**src/sv/cble_pkg.sv**
```systemverilog
// Shared types and constants of the CAN bus load estimator.
// No dependencies; every other file imports this package.
package cble_pkg;

   localparam int unsigned RateWidth   = 20;
   localparam int unsigned WindowWidth = 24;
   localparam int unsigned LoadWidth   = 8;
   localparam int unsigned BpwWidth    = 18;
   localparam int unsigned LenWidth    = 4;
   localparam int unsigned AddWidth    = 8;
   localparam int unsigned NumWidth    = 31;

   localparam logic [RateWidth-1:0]   RateReset    = 20'd500000;
   localparam logic [BpwWidth-1:0]    FallbackBpw  = 18'd125000;
   localparam logic [AddWidth-1:0]    FrameBase    = 8'd41;
   localparam logic [AddWidth-1:0]    BitsPerByte  = 8'd9;
   localparam logic [AddWidth-1:0]    ExtIdBits    = 8'd18;
   localparam logic [6:0]             PercentScale = 7'd100;
   localparam logic [WindowWidth-1:0] WindowMax    = 24'hFFFFFF;

   // Operation codes of an input item.
   localparam logic OpFrame     = 1'b0;
   localparam logic OpWindowEnd = 1'b1;

   // Classified command handed from the front to the back.
   typedef struct packed {
      logic                is_window;
      logic [AddWidth-1:0] add_bits;
   } cmd_type;

   // Status of the command queue.
   typedef struct packed {
      logic full;
      logic empty;
   } queue_status_type;

endpackage

```
**src/sv/can_bus_load_estimator_core.sv**
```systemverilog
// CAN bus load estimator, top level.
// Depends on cble_pkg, cble_front, cble_queue and cble_back.
//
// Usage:
//   Request side is a queue: drive req_op, req_data_bytes, req_extended_id
//   and raise req_push; the beat is taken on a clock edge with req_full low.
//   A frame beat (op 0) adds its estimated bit length to the window; a
//   window-end beat (op 1) yields one result.
//   Result side is a queue too: while rsp_empty is low the oldest result is
//   on rsp_load_percent / rsp_traffic_seen; raise rsp_pop to take it.
//   csr_valid/csr_data writes the nominal bit rate; csr_ready is always high.
//   A new rate is taken up when the next window-end result is formed and applies to the window after it.
// Timing:
//   Frame beats are absorbed one per cycle while the back end is idle. A
//   window-end beat occupies the back end through accept, saturation check,
//   eight steps of the restoring divider and blend, skipping the divider
//   when the load saturates; the result shows once the blend is done, after
//   any commands queued ahead of it. The two-entry command queue keeps
//   taking beats meanwhile until it is full.
// Reset:
//   Synchronous, active high. Clears queue, window and smoothed load; rate
//   returns to 500000 bit/s. If the receiver stalls, the result is held and
//   the next window end waits in the back end until the result is popped.
module can_bus_load_estimator_core import cble_pkg::*; (
   input  logic                 clock,
   input  logic                 reset,
   input  logic                 req_push,
   output logic                 req_full,
   input  logic                 req_op,
   input  logic [LenWidth-1:0]  req_data_bytes,
   input  logic                 req_extended_id,
   output logic                 rsp_empty,
   input  logic                 rsp_pop,
   output logic [LoadWidth-1:0] rsp_load_percent,
   output logic                 rsp_traffic_seen,
   input  logic                 csr_valid,
   output logic                 csr_ready,
   input  logic [RateWidth-1:0] csr_data
);

   queue_status_type q_status;
   cmd_type          push_cmd;
   cmd_type          head_cmd;
   logic             q_push;
   logic             q_pop;

   // Classify and push request beats.
   cble_front u_front (
      .req_push        (req_push),
      .req_full        (req_full),
      .req_op          (req_op),
      .req_data_bytes  (req_data_bytes),
      .req_extended_id (req_extended_id),
      .q_status        (q_status),
      .q_push          (q_push),
      .q_cmd           (push_cmd)
   );

   // Decouple front and back.
   cble_queue u_queue (
      .clock    (clock),
      .reset    (reset),
      .push     (q_push),
      .push_cmd (push_cmd),
      .pop      (q_pop),
      .head_cmd (head_cmd),
      .status   (q_status)
   );

   // Accumulate, divide, blend and hold the result.
   cble_back u_back (
      .clock            (clock),
      .reset            (reset),
      .q_status         (q_status),
      .q_cmd            (head_cmd),
      .q_pop            (q_pop),
      .csr_valid        (csr_valid),
      .csr_data         (csr_data),
      .rsp_pop          (rsp_pop),
      .rsp_empty        (rsp_empty),
      .rsp_load_percent (rsp_load_percent),
      .rsp_traffic_seen (rsp_traffic_seen)
   );

   // The user must write configuration only while idle (the block does not enforce it), so never back-pressure it.
   assign csr_ready = 1'b1;

endmodule

```
**src/sv/cble_front.sv**
```systemverilog
// Front end: accepts input items and classifies them into commands.
// Depends on cble_pkg.
module cble_front import cble_pkg::*; (
   input  logic                    req_push,
   output logic                    req_full,
   input  logic                    req_op,
   input  logic [LenWidth-1:0]     req_data_bytes,
   input  logic                    req_extended_id,
   input  queue_status_type        q_status,
   output logic                    q_push,
   output cmd_type                 q_cmd
);

   logic [AddWidth-1:0] add_bits;

   // Frame length estimate: base, nine per byte, extra for a 29-bit identifier.
   always_comb begin
      add_bits = FrameBase + ({{(AddWidth-LenWidth){1'b0}}, req_data_bytes} * BitsPerByte);
      if (req_extended_id) begin
         add_bits = add_bits + ExtIdBits;
      end
   end

   assign req_full          = q_status.full;
   assign q_push            = req_push && !q_status.full;
   assign q_cmd.is_window   = (req_op == OpWindowEnd);
   assign q_cmd.add_bits    = add_bits;

endmodule

```
**src/sv/cble_queue.sv**
```systemverilog
// Two-entry command queue between front and back.
// Depends on cble_pkg.
module cble_queue import cble_pkg::*; (
   input  logic             clock,
   input  logic             reset,
   input  logic             push,
   input  cmd_type          push_cmd,
   input  logic             pop,
   output cmd_type          head_cmd,
   output queue_status_type status
);

   cmd_type    mem_ff [2];
   logic       wr_ptr_ff, wr_ptr_in;
   logic       rd_ptr_ff, rd_ptr_in;
   logic [1:0] count_ff, count_in;

   always_comb begin
      wr_ptr_in = wr_ptr_ff;
      rd_ptr_in = rd_ptr_ff;
      count_in  = count_ff;
      if (push) begin
         wr_ptr_in = ~wr_ptr_ff;
      end
      if (pop) begin
         rd_ptr_in = ~rd_ptr_ff;
      end
      if (push && !pop) begin
         count_in = count_ff + 2'd1;
      end else if (pop && !push) begin
         count_in = count_ff - 2'd1;
      end
   end

   always_ff @(posedge clock) begin
      if (reset) begin
         wr_ptr_ff <= 1'b0;
         rd_ptr_ff <= 1'b0;
         count_ff  <= 2'd0;
      end else begin
         wr_ptr_ff <= wr_ptr_in;
         rd_ptr_ff <= rd_ptr_in;
         count_ff  <= count_in;
      end
   end

   always_ff @(posedge clock) begin
      if (push) begin
         mem_ff[wr_ptr_ff] <= push_cmd;
      end
   end

   assign head_cmd     = mem_ff[rd_ptr_ff];
   assign status.full  = (count_ff == 2'd2);
   assign status.empty = (count_ff == 2'd0);

endmodule

```
**src/sv/cble_back.sv**
```systemverilog
// Back end: window accumulator, load division, smoothing and result register.
// Depends on cble_pkg.
module cble_back import cble_pkg::*; (
   input  logic                 clock,
   input  logic                 reset,
   input  queue_status_type     q_status,
   input  cmd_type              q_cmd,
   output logic                 q_pop,
   input  logic                 csr_valid,
   input  logic [RateWidth-1:0] csr_data,
   input  logic                 rsp_pop,
   output logic                 rsp_empty,
   output logic [LoadWidth-1:0] rsp_load_percent,
   output logic                 rsp_traffic_seen
);

   typedef enum logic [1:0] {
      ST_IDLE,
      ST_CHECK,
      ST_DIVIDE,
      ST_FINISH
   } state_type;

   state_type              state_ff, state_in;
   logic [RateWidth-1:0]   rate_ff, rate_in;
   logic [WindowWidth-1:0] wb_ff, wb_in;
   logic [LoadWidth-1:0]   smooth_ff, smooth_in;
   logic [BpwWidth-1:0]    bpw_ff, bpw_in;
   logic [NumWidth-1:0]    num_ff, num_in;
   logic [BpwWidth-1:0]    div_ff, div_in;
   logic [LoadWidth-1:0]   quot_ff, quot_in;
   logic [2:0]             step_ff, step_in;
   logic                   traffic_ff, traffic_in;
   logic                   out_valid_ff, out_valid_in;
   logic [LoadWidth-1:0]   out_load_ff, out_load_in;
   logic                   out_traffic_ff, out_traffic_in;

   logic [WindowWidth:0]   wb_sum;
   logic [NumWidth-1:0]    trial;
   logic [NumWidth-1:0]    sat_limit;
   logic [9:0]             blend_sum;
   logic [LoadWidth-1:0]   blended;
   logic [BpwWidth-1:0]    reload;

   always_comb begin
      wb_sum    = {1'b0, wb_ff} + {{(WindowWidth+1-AddWidth){1'b0}}, q_cmd.add_bits};
      trial     = {{(NumWidth-BpwWidth){1'b0}}, div_ff} << step_ff;
      sat_limit = {{(NumWidth-BpwWidth-LoadWidth){1'b0}}, div_ff, {LoadWidth{1'b0}}};
      blend_sum = {2'b00, smooth_ff} + {1'b0, smooth_ff, 1'b0} + {2'b00, quot_ff};
      blended   = blend_sum[9:2];
      if (blended == '0 && traffic_ff) begin
         blended = 8'd1;
      end
      reload = rate_ff[RateWidth-1:2];
      if (reload == '0) begin
         reload = FallbackBpw;
      end
   end

   always_comb begin
      state_in       = state_ff;
      rate_in        = rate_ff;
      wb_in          = wb_ff;
      smooth_in      = smooth_ff;
      bpw_in         = bpw_ff;
      num_in         = num_ff;
      div_in         = div_ff;
      quot_in        = quot_ff;
      step_in        = step_ff;
      traffic_in     = traffic_ff;
      out_valid_in   = out_valid_ff;
      out_load_in    = out_load_ff;
      out_traffic_in = out_traffic_ff;
      q_pop          = 1'b0;

      if (csr_valid) begin
         rate_in = csr_data;
      end
      if (rsp_pop && out_valid_ff) begin
         out_valid_in = 1'b0;
      end

      unique case (state_ff)
         ST_IDLE: begin
            if (!q_status.empty) begin
               q_pop = 1'b1;
               if (q_cmd.is_window) begin
                  // Latch the scaled window and open a fresh one.
                  num_in     = NumWidth'(wb_ff) * NumWidth'(PercentScale);
                  div_in     = bpw_ff;
                  traffic_in = (wb_ff != '0);
                  wb_in      = '0;
                  state_in   = ST_CHECK;
               end else if (wb_sum > {1'b0, WindowMax}) begin
                  wb_in = WindowMax;
               end else begin
                  wb_in = wb_sum[WindowWidth-1:0];
               end
            end
         end
         ST_CHECK: begin
            quot_in = '0;
            if (num_ff >= sat_limit) begin
               quot_in  = '1;
               state_in = ST_FINISH;
            end else begin
               step_in  = 3'd7;
               state_in = ST_DIVIDE;
            end
         end
         ST_DIVIDE: begin
            if (num_ff >= trial) begin
               num_in           = num_ff - trial;
               quot_in[step_ff] = 1'b1;
            end
            step_in = step_ff - 3'd1;
            if (step_ff == 3'd0) begin
               state_in = ST_FINISH;
            end
         end
         ST_FINISH: begin
            // Hold until the result register is free.
            if (!out_valid_ff) begin
               smooth_in      = blended;
               bpw_in         = reload;
               out_valid_in   = 1'b1;
               out_load_in    = blended;
               out_traffic_in = traffic_ff;
               state_in       = ST_IDLE;
            end
         end
         default: state_in = ST_IDLE;
      endcase
   end

   always_ff @(posedge clock) begin
      if (reset) begin
         state_ff     <= ST_IDLE;
         rate_ff      <= RateReset;
         wb_ff        <= '0;
         smooth_ff    <= '0;
         bpw_ff       <= RateReset[RateWidth-1:2];
         out_valid_ff <= 1'b0;
      end else begin
         state_ff     <= state_in;
         rate_ff      <= rate_in;
         wb_ff        <= wb_in;
         smooth_ff    <= smooth_in;
         bpw_ff       <= bpw_in;
         out_valid_ff <= out_valid_in;
      end
      num_ff         <= num_in;
      div_ff         <= div_in;
      quot_ff        <= quot_in;
      step_ff        <= step_in;
      traffic_ff     <= traffic_in;
      out_load_ff    <= out_load_in;
      out_traffic_ff <= out_traffic_in;
   end

   assign rsp_empty        = !out_valid_ff;
   assign rsp_load_percent = out_load_ff;
   assign rsp_traffic_seen = out_traffic_ff;

endmodule

```
**config.mk**
```make
export PLATFORM = sky130hd
export DESIGN_NAME = can_bus_load_estimator_core
export DESIGN_NICKNAME = d
export VERILOG_FILES = /design/src/sv/cble_pkg.sv /design/src/sv/can_bus_load_estimator_core.sv /design/src/sv/cble_front.sv /design/src/sv/cble_queue.sv /design/src/sv/cble_back.sv
export SDC_FILE = /design/constraint.sdc
export NUM_CORES = 1
export LEC_CHECK = 0
export CORE_ASPECT_RATIO = 1.4
export CORE_UTILIZATION = 40
export CTS_CLUSTER_SIZE = 40
export DETAILED_ROUTE_END_ITERATION = 12
export DONT_BUFFER_PORTS = 1
export GPL_TIMING_DRIVEN = 0
export HOLD_SLACK_MARGIN = 0.05
export PLACE_DENSITY = 0.6
export SLEW_MARGIN = 40
export SYNTH_ARGS = -nofsm -noshare
export SYNTH_HDL_FRONTEND = slang
export SYNTH_SLANG_ARGS = --single-unit
export TNS_END_PERCENT = 100
```
**constraint.sdc**
```tcl
create_clock -name clock -period 12.4 [get_ports clock]
set_input_delay 2.48 -clock clock [delete_from_list [all_inputs] [get_ports clock]]
set_output_delay 2.48 -clock clock [all_outputs]
set_load 0.01 [all_outputs]
```
==> After elaboration in Yosys (flattened, before gate mapping) <==
Memories as Yosys holds them, arrays and structs flattened. A register that Yosys moved wholly into a read port is not among the register bits.
Index checks and enable logic that the tools add are counted.
{ "classes": {"multipliers": 2, "n_reduce_logical": 26, "n_lt_le_gt_ge": 5, "mux": 33, "eq_ne": 10, "div_mod_pow": 0, "shifts": 1, "add_sub_neg": 9, "n_bitwise": 5} }
{ "ops": {"columns": ["cell", "n"], "rows": [
  ["$mux 31", 3],
  ["$pmux 31 s2", 1],
  ["$mux 24", 2],
  ["$mux 8", 4],
  ["$ge 31x26->1", 1],
  ["$ge 31x31->1", 1],
  ["$shl 18x3->31", 1],
  ["$sub 31x31->31", 1],
  ["$mul 24x5->29 const B", 1],
  ["$add 24x8->25", 1],
  ["$gt 25x24->1 const B", 1],
  ["$reduce_bool 24->1", 1],
  ["$logic_not 18->1", 1],
  ["$mux 18", 1],
  ["$pmux 8 s2", 1],
  ["$mux 2", 6],
  ["$mux 1", 11],
  ["$add 10x8->10", 1],
  ["$add 8x9->10", 1],
  ["$add 6x8->8 const A", 1],
  ["$add 8x5->8 const B", 1],
  ["$logic_not 8->1", 1],
  ["$mul 4x4->8 const B", 1],
  ["$ne 2x2->1 const B", 4],
  ["22 further kinds", 43]
]} }
{ "word_totals": {"input_bits": 31, "latchBits": 0, "ram_bits": 18, "register_bits": 147, "elab_cells": 108, "n_memories": 1, "rom_bits": 0} }
{ "memory_table": {"columns": ["memory", "depth", "word_bits", "rd", "rd_ports_with_merged_regs", "write_ports", "line_no", "source"], "rows": [
  ["u_queue.mem_ff", 2, 9, 1, 1, 1, "cble_queue.sv:13", "cmd_type mem_ff [2];"]
]} }

==> Depth between registers and ports, before layout <==
{ "depth": {"ltp_word": 7, "ltp_mapped": 17, "ltp_nobuf": 15} }

==> Cells and area by module <==
From an unflattened synthesis, not the netlist that was laid out.
{ "unflattened": {"hier_cells": 1316, "hier_area_um2": 12426.9} }
{ "modules_own_cells": {"columns": ["module", "cells_each", "area_per_inst_um2", "n_inst"], "rows": [
  ["cble_back", 1223, 11224.5, 1],
  ["cble_queue", 50, 854.6, 1],
  ["cble_front", 41, 336.6, 1],
  ["can_bus_load_estimator_core", 2, 11.3, 1]
]} }

==> Least setup slack after synthesis <==
No wires, ideal clock.
{ "synth_timing": {"path_kind": "reg2reg", "startpoint": "register u_back.step_ff[0]", "endpoint": "register u_back.num_ff[0], enable pin", "path_buffers": 2, "path_stages_with_launch": 16, "t_required_ns": 11.971, "arrival_ns": 4.542, "setup_time_ns": 0.429, "setup_slack_ns": 7.429, "cell_sequence": "edfxtp_1 > clkbuf_1 > clkbuf_1 > mux2i_1 > nand2_1 > o21ai_0 > o22a_1 > ha_1 > nand2_1 > a211oi_1 > o2111ai_1 > nand4_1 > nand2_1 > o31ai_1 > o21bai_1 > a21oi_1"} }
{ "synth_via": {"elab_chain_cells": 4} }
{ "synth_rtl": {"columns": ["item", "line_no", "source"], "rows": [
  ["start, declared", "cble_back.sv:32", "logic [2:0] step_ff, step_in;"],
  ["start signal, assigned", "cble_back.sv:155", "step_ff <= step_in;"],
  ["$shl 18x3->31", "cble_back.sv:47", "trial = {{(NumWidth-BpwWidth){1'b0}}, div_ff} << step_ff;"],
  ["$ge 31x31->1", "cble_back.sv:112", "if (num_ff >= trial) begin"],
  ["$ne 2x1->1 (no source line)", null, null],
  ["$reduce_and 4->1 (no source line)", null, null],
  ["end signal, assigned", "cble_back.sv:152", "num_ff <= num_in;"],
  ["end, declared", "cble_back.sv:29", "logic [NumWidth-1:0] num_ff, num_in;"]
]} }
No other way between the ends.
A chain may end at the register's enable or synchronous reset.

==> Worst setup path after layout <==
{ "layout_timing": {"startpoint": "register u_back.step_ff[0]", "endpoint": "register u_back.num_ff[28], enable pin"} }
Same word-level chain as after synthesis.

==> reports/metrics.csv <==
metric;value;unit
synth_area_per_cell;9.18;sq um
cp_num_buf_inv;4;
worstPathRequired;12.56;ns
core_region_area;30900;sq um
finalInstanceArea;13800;sq um
via_per_inst;5.57;
clock_skew;0.0102;ns
place_congestion;0.925;
seq_area;4160;sq um
grt_max_degree;21;
vias;10000;
p_leak;5.94;nW
final_nets;1615;
antenna_found_initial;0;
cts_tree;built;
hold_buffers;0;
cp-end-kind;flop;
fin_crit_sh;0.402;
synth_ff_type;edfxtp_1;
synth_cells;1373;
path_cells;clkbuf_1 -> clkbuf_1 -> mux2i_1 -> nand2_1 -> o21ai_0 -> o22a_1 -> ha_1 -> nand2_1 -> a211oi_1 -> o2111ai_1 -> nand4_1 -> nand2_1 -> o31ai_1 -> o21bai_1 -> a21oi_4 -> buf_8 -> buf_16;
synth_top_cell_by_area;edfxtp_1;
p_int;0.00151;W
postCtsSetupBuffers;0;
drv_slew;0;
clk_path_buf_depth;2;
r2r_setup_slack;7.42;ns
avgRoutedWirePerCell;18.6;um
path_common_cell;nand2_1;
slowest_stage;a211oi_1;
cts_root_buf;clkbuf_16;
die_x;152;um
synthDistinctLibCells;73;
synth-async-reset-ratio;0;
p_sw;0.00113;W
yosysWarnings;0;
overflow;0;
syn_area;12600;sq um
clock_power_share;0.204;
drtAntennaViolNets;0;
hold_viol_final;0;
hold_slack;0.427;ns
tightestPinTransition;0.834;ns
critPathMaxFanout;17;
num_rows;76;
crit_family;compound AO/OA/AOI/OAI gates;
yosysSeqAreaShare;0.330;
tns;0;ns
grt.total_usage;0.212;
htree_levels;4;
clk_pin_slew;0.07;ns
cts_resized;0;
grt_setup_unrepaired;no;
drive_above_1_share;0.0512;
dp.final_hpwl;27300;um
combPwrFrac;0.482;
multiInputGateArea;7750;sq um
cpPeakStageDelay;0.47;ns
seq_power_share;0.314;
synth_top_area_frac;0.210;
numPortBuffers;0;
status;complete, no violations;
synth_edf_count;88;
wl;33500;um
dieArea;32200;sq um
synth_fp_nets;1594;
min_period;4.98;ns
cap_violations;0;
grt_pass1_wl;52500;um
firstDrtPassIters;5;
maxSlewHeadroom;0.444;
synth.area.top_cells;edfxtp_1 21%, ha_1 16%, dfxtp_1 12%;
die_h;212;um
area_delta_synth_final;9.31;%
setup_viol_count_final;0;
first_iter_violations;513;
max-vdd-ir-drop;0.000120;V
crit_arrival;5.14;ns
start_util;0.408;
p_per_area;192;nW/um^2
clock-sinks;164;
ioPinCount;43;
numCtsBuffers;17;
grt_pass1_vias;10000;
clkLatencyLatePin;0.45;ns
place_area;13200;sq um
drcViolationCount;0;
power.share.switching;0.428;
synth_seq_cells;164;
hold_path.class;flop to flop;
startpoint_type;flop;
clock.fmax;201;MHz
n_antenna_cell;0;
worstSetupPathType;flop to flop;
fill_cells;2959;
==> kinds of logic after synthesis <==
logic type,Yosys count,synth area share
mux,55,0.0499
simple gates,355,0.133
xor+xnor,69,0.0480
buf+inv,195,0.0585
fa+ha+maj,190,0.206
flops,164,0.330
other cells,1,0.000298
compound gates,344,0.174
==> synthesized netlist by cell type, types with 31 or more instances <==
master / count
xor2_1: 31
clkbuf_1: 37
nand2_1: 118
nor2_1: 84
xnor2_1: 38
a21oi_1: 108
mux2i_1: 37
inv_1: 149
edfxtp_1: 88
dfxtp_1: 76
nand3_1: 32
o21ai_0: 76
ha_1: 161
==> through the flow <==
step	worst slack (ns)	utilization	power, W	cells
2_1_floorplan	7.43	-	0.00172	1373
3_3_place_gp	5.73	0.424	0.00206	1763
3_5_place_dp	7.50	0.426	0.00209	1765
4_1_cts	7.45	0.446	0.00265	1797
5_1_grt	7.02	0.446	0.00282	1797
6_report	7.42	0.446	0.00264	1797
==> layer usage <==
metal  part of all wire  GRT usage  vias to the layer above
met5                  0          0                        -
met4              0.051      0.119                        0
met3              0.025     0.0289                       82
met2               0.54      0.412                      181
met1               0.39      0.216                     4772
li1                   -          -                     4969
==> path summary, 6_finish.rpt <==
kind,start,cells past startpoint,end
max,u_back.step_ff[0],17,u_back.num_ff[28]
min,u_back.bpw_ff[10],0,u_back.div_ff[10]
max reg2reg,u_back.step_ff[0],17,u_back.num_ff[28]
min reg2reg,u_back.bpw_ff[10],0,u_back.div_ff[10]
==> state kept, by name (all words and copies together) (netlist names), named ones only <==
name and count:
u_back.bpw_ff 18, u_back.div_ff 18, u_back.num_ff 31, u_back.out_valid_ff 1, u_back.quot_ff 8, u_back.rate_ff 18, u_back.rsp_load_percent 8, u_back.rsp_traffic_seen 1
u_back.smooth_ff 8, u_back.state_ff 2, u_back.step_ff 3, u_back.traffic_ff 1, u_back.wb_ff 24, u_queue.count_ff 2, u_queue.mem_ff 18, u_queue.rd_ptr_ff 1
u_queue.wr_ptr_ff 1
==> cells in the final DEF (no fill, tap or decap), types with 10 or more instances in the layout <==
master       n
a31oi_1     11
clkbuf_1    36
nand2_1    118
mux2_2      13
and3_1      10
a211oi_1    14
clkbuf_16   17
o21ai_0     76
fa_1        29
mux2i_1     36
nor2_1      82
nor3_1      22
a21oi_1    106
o211ai_1    11
xnor2_1     38
a21o_1      18
nor4_1      11
ha_1       161
edfxtp_1    88
nand4_1     14
inv_1      149
nor2b_1     16
nand2b_1    19
a211o_1     10
o22ai_1     11
o21a_1      15
dfxtp_1     76
nand3_1     32
xor2_1      31
==> power by group through the flow <==
stage / Combinational, W / Sequential, W / Clock (W)
after floorplan: 0.000914 / 0.000802 / 0
after global placement: 0.00122 / 0.000842 / 0
after detailed placement: 0.00125 / 0.000841 / 0
after CTS: 0.00127 / 0.000830 / 0.000550
after global routing: 0.00141 / 0.000842 / 0.000570
final: 0.00127 / 0.000829 / 0.000539
==> final cells by class <==
cell class,count,area share
Buffer,44,0.0124
Sequential cell,164,0.302
Inverter,151,0.0411
Multi-Input combinational cell,1014,0.562
Clock inverter,15,0.0123
Timing Repair Buffer,2,0.00309
Tap cell,390,0.0354
Clock buffer,17,0.0309
No activity file was read; power rests on OpenSTA's default activity.
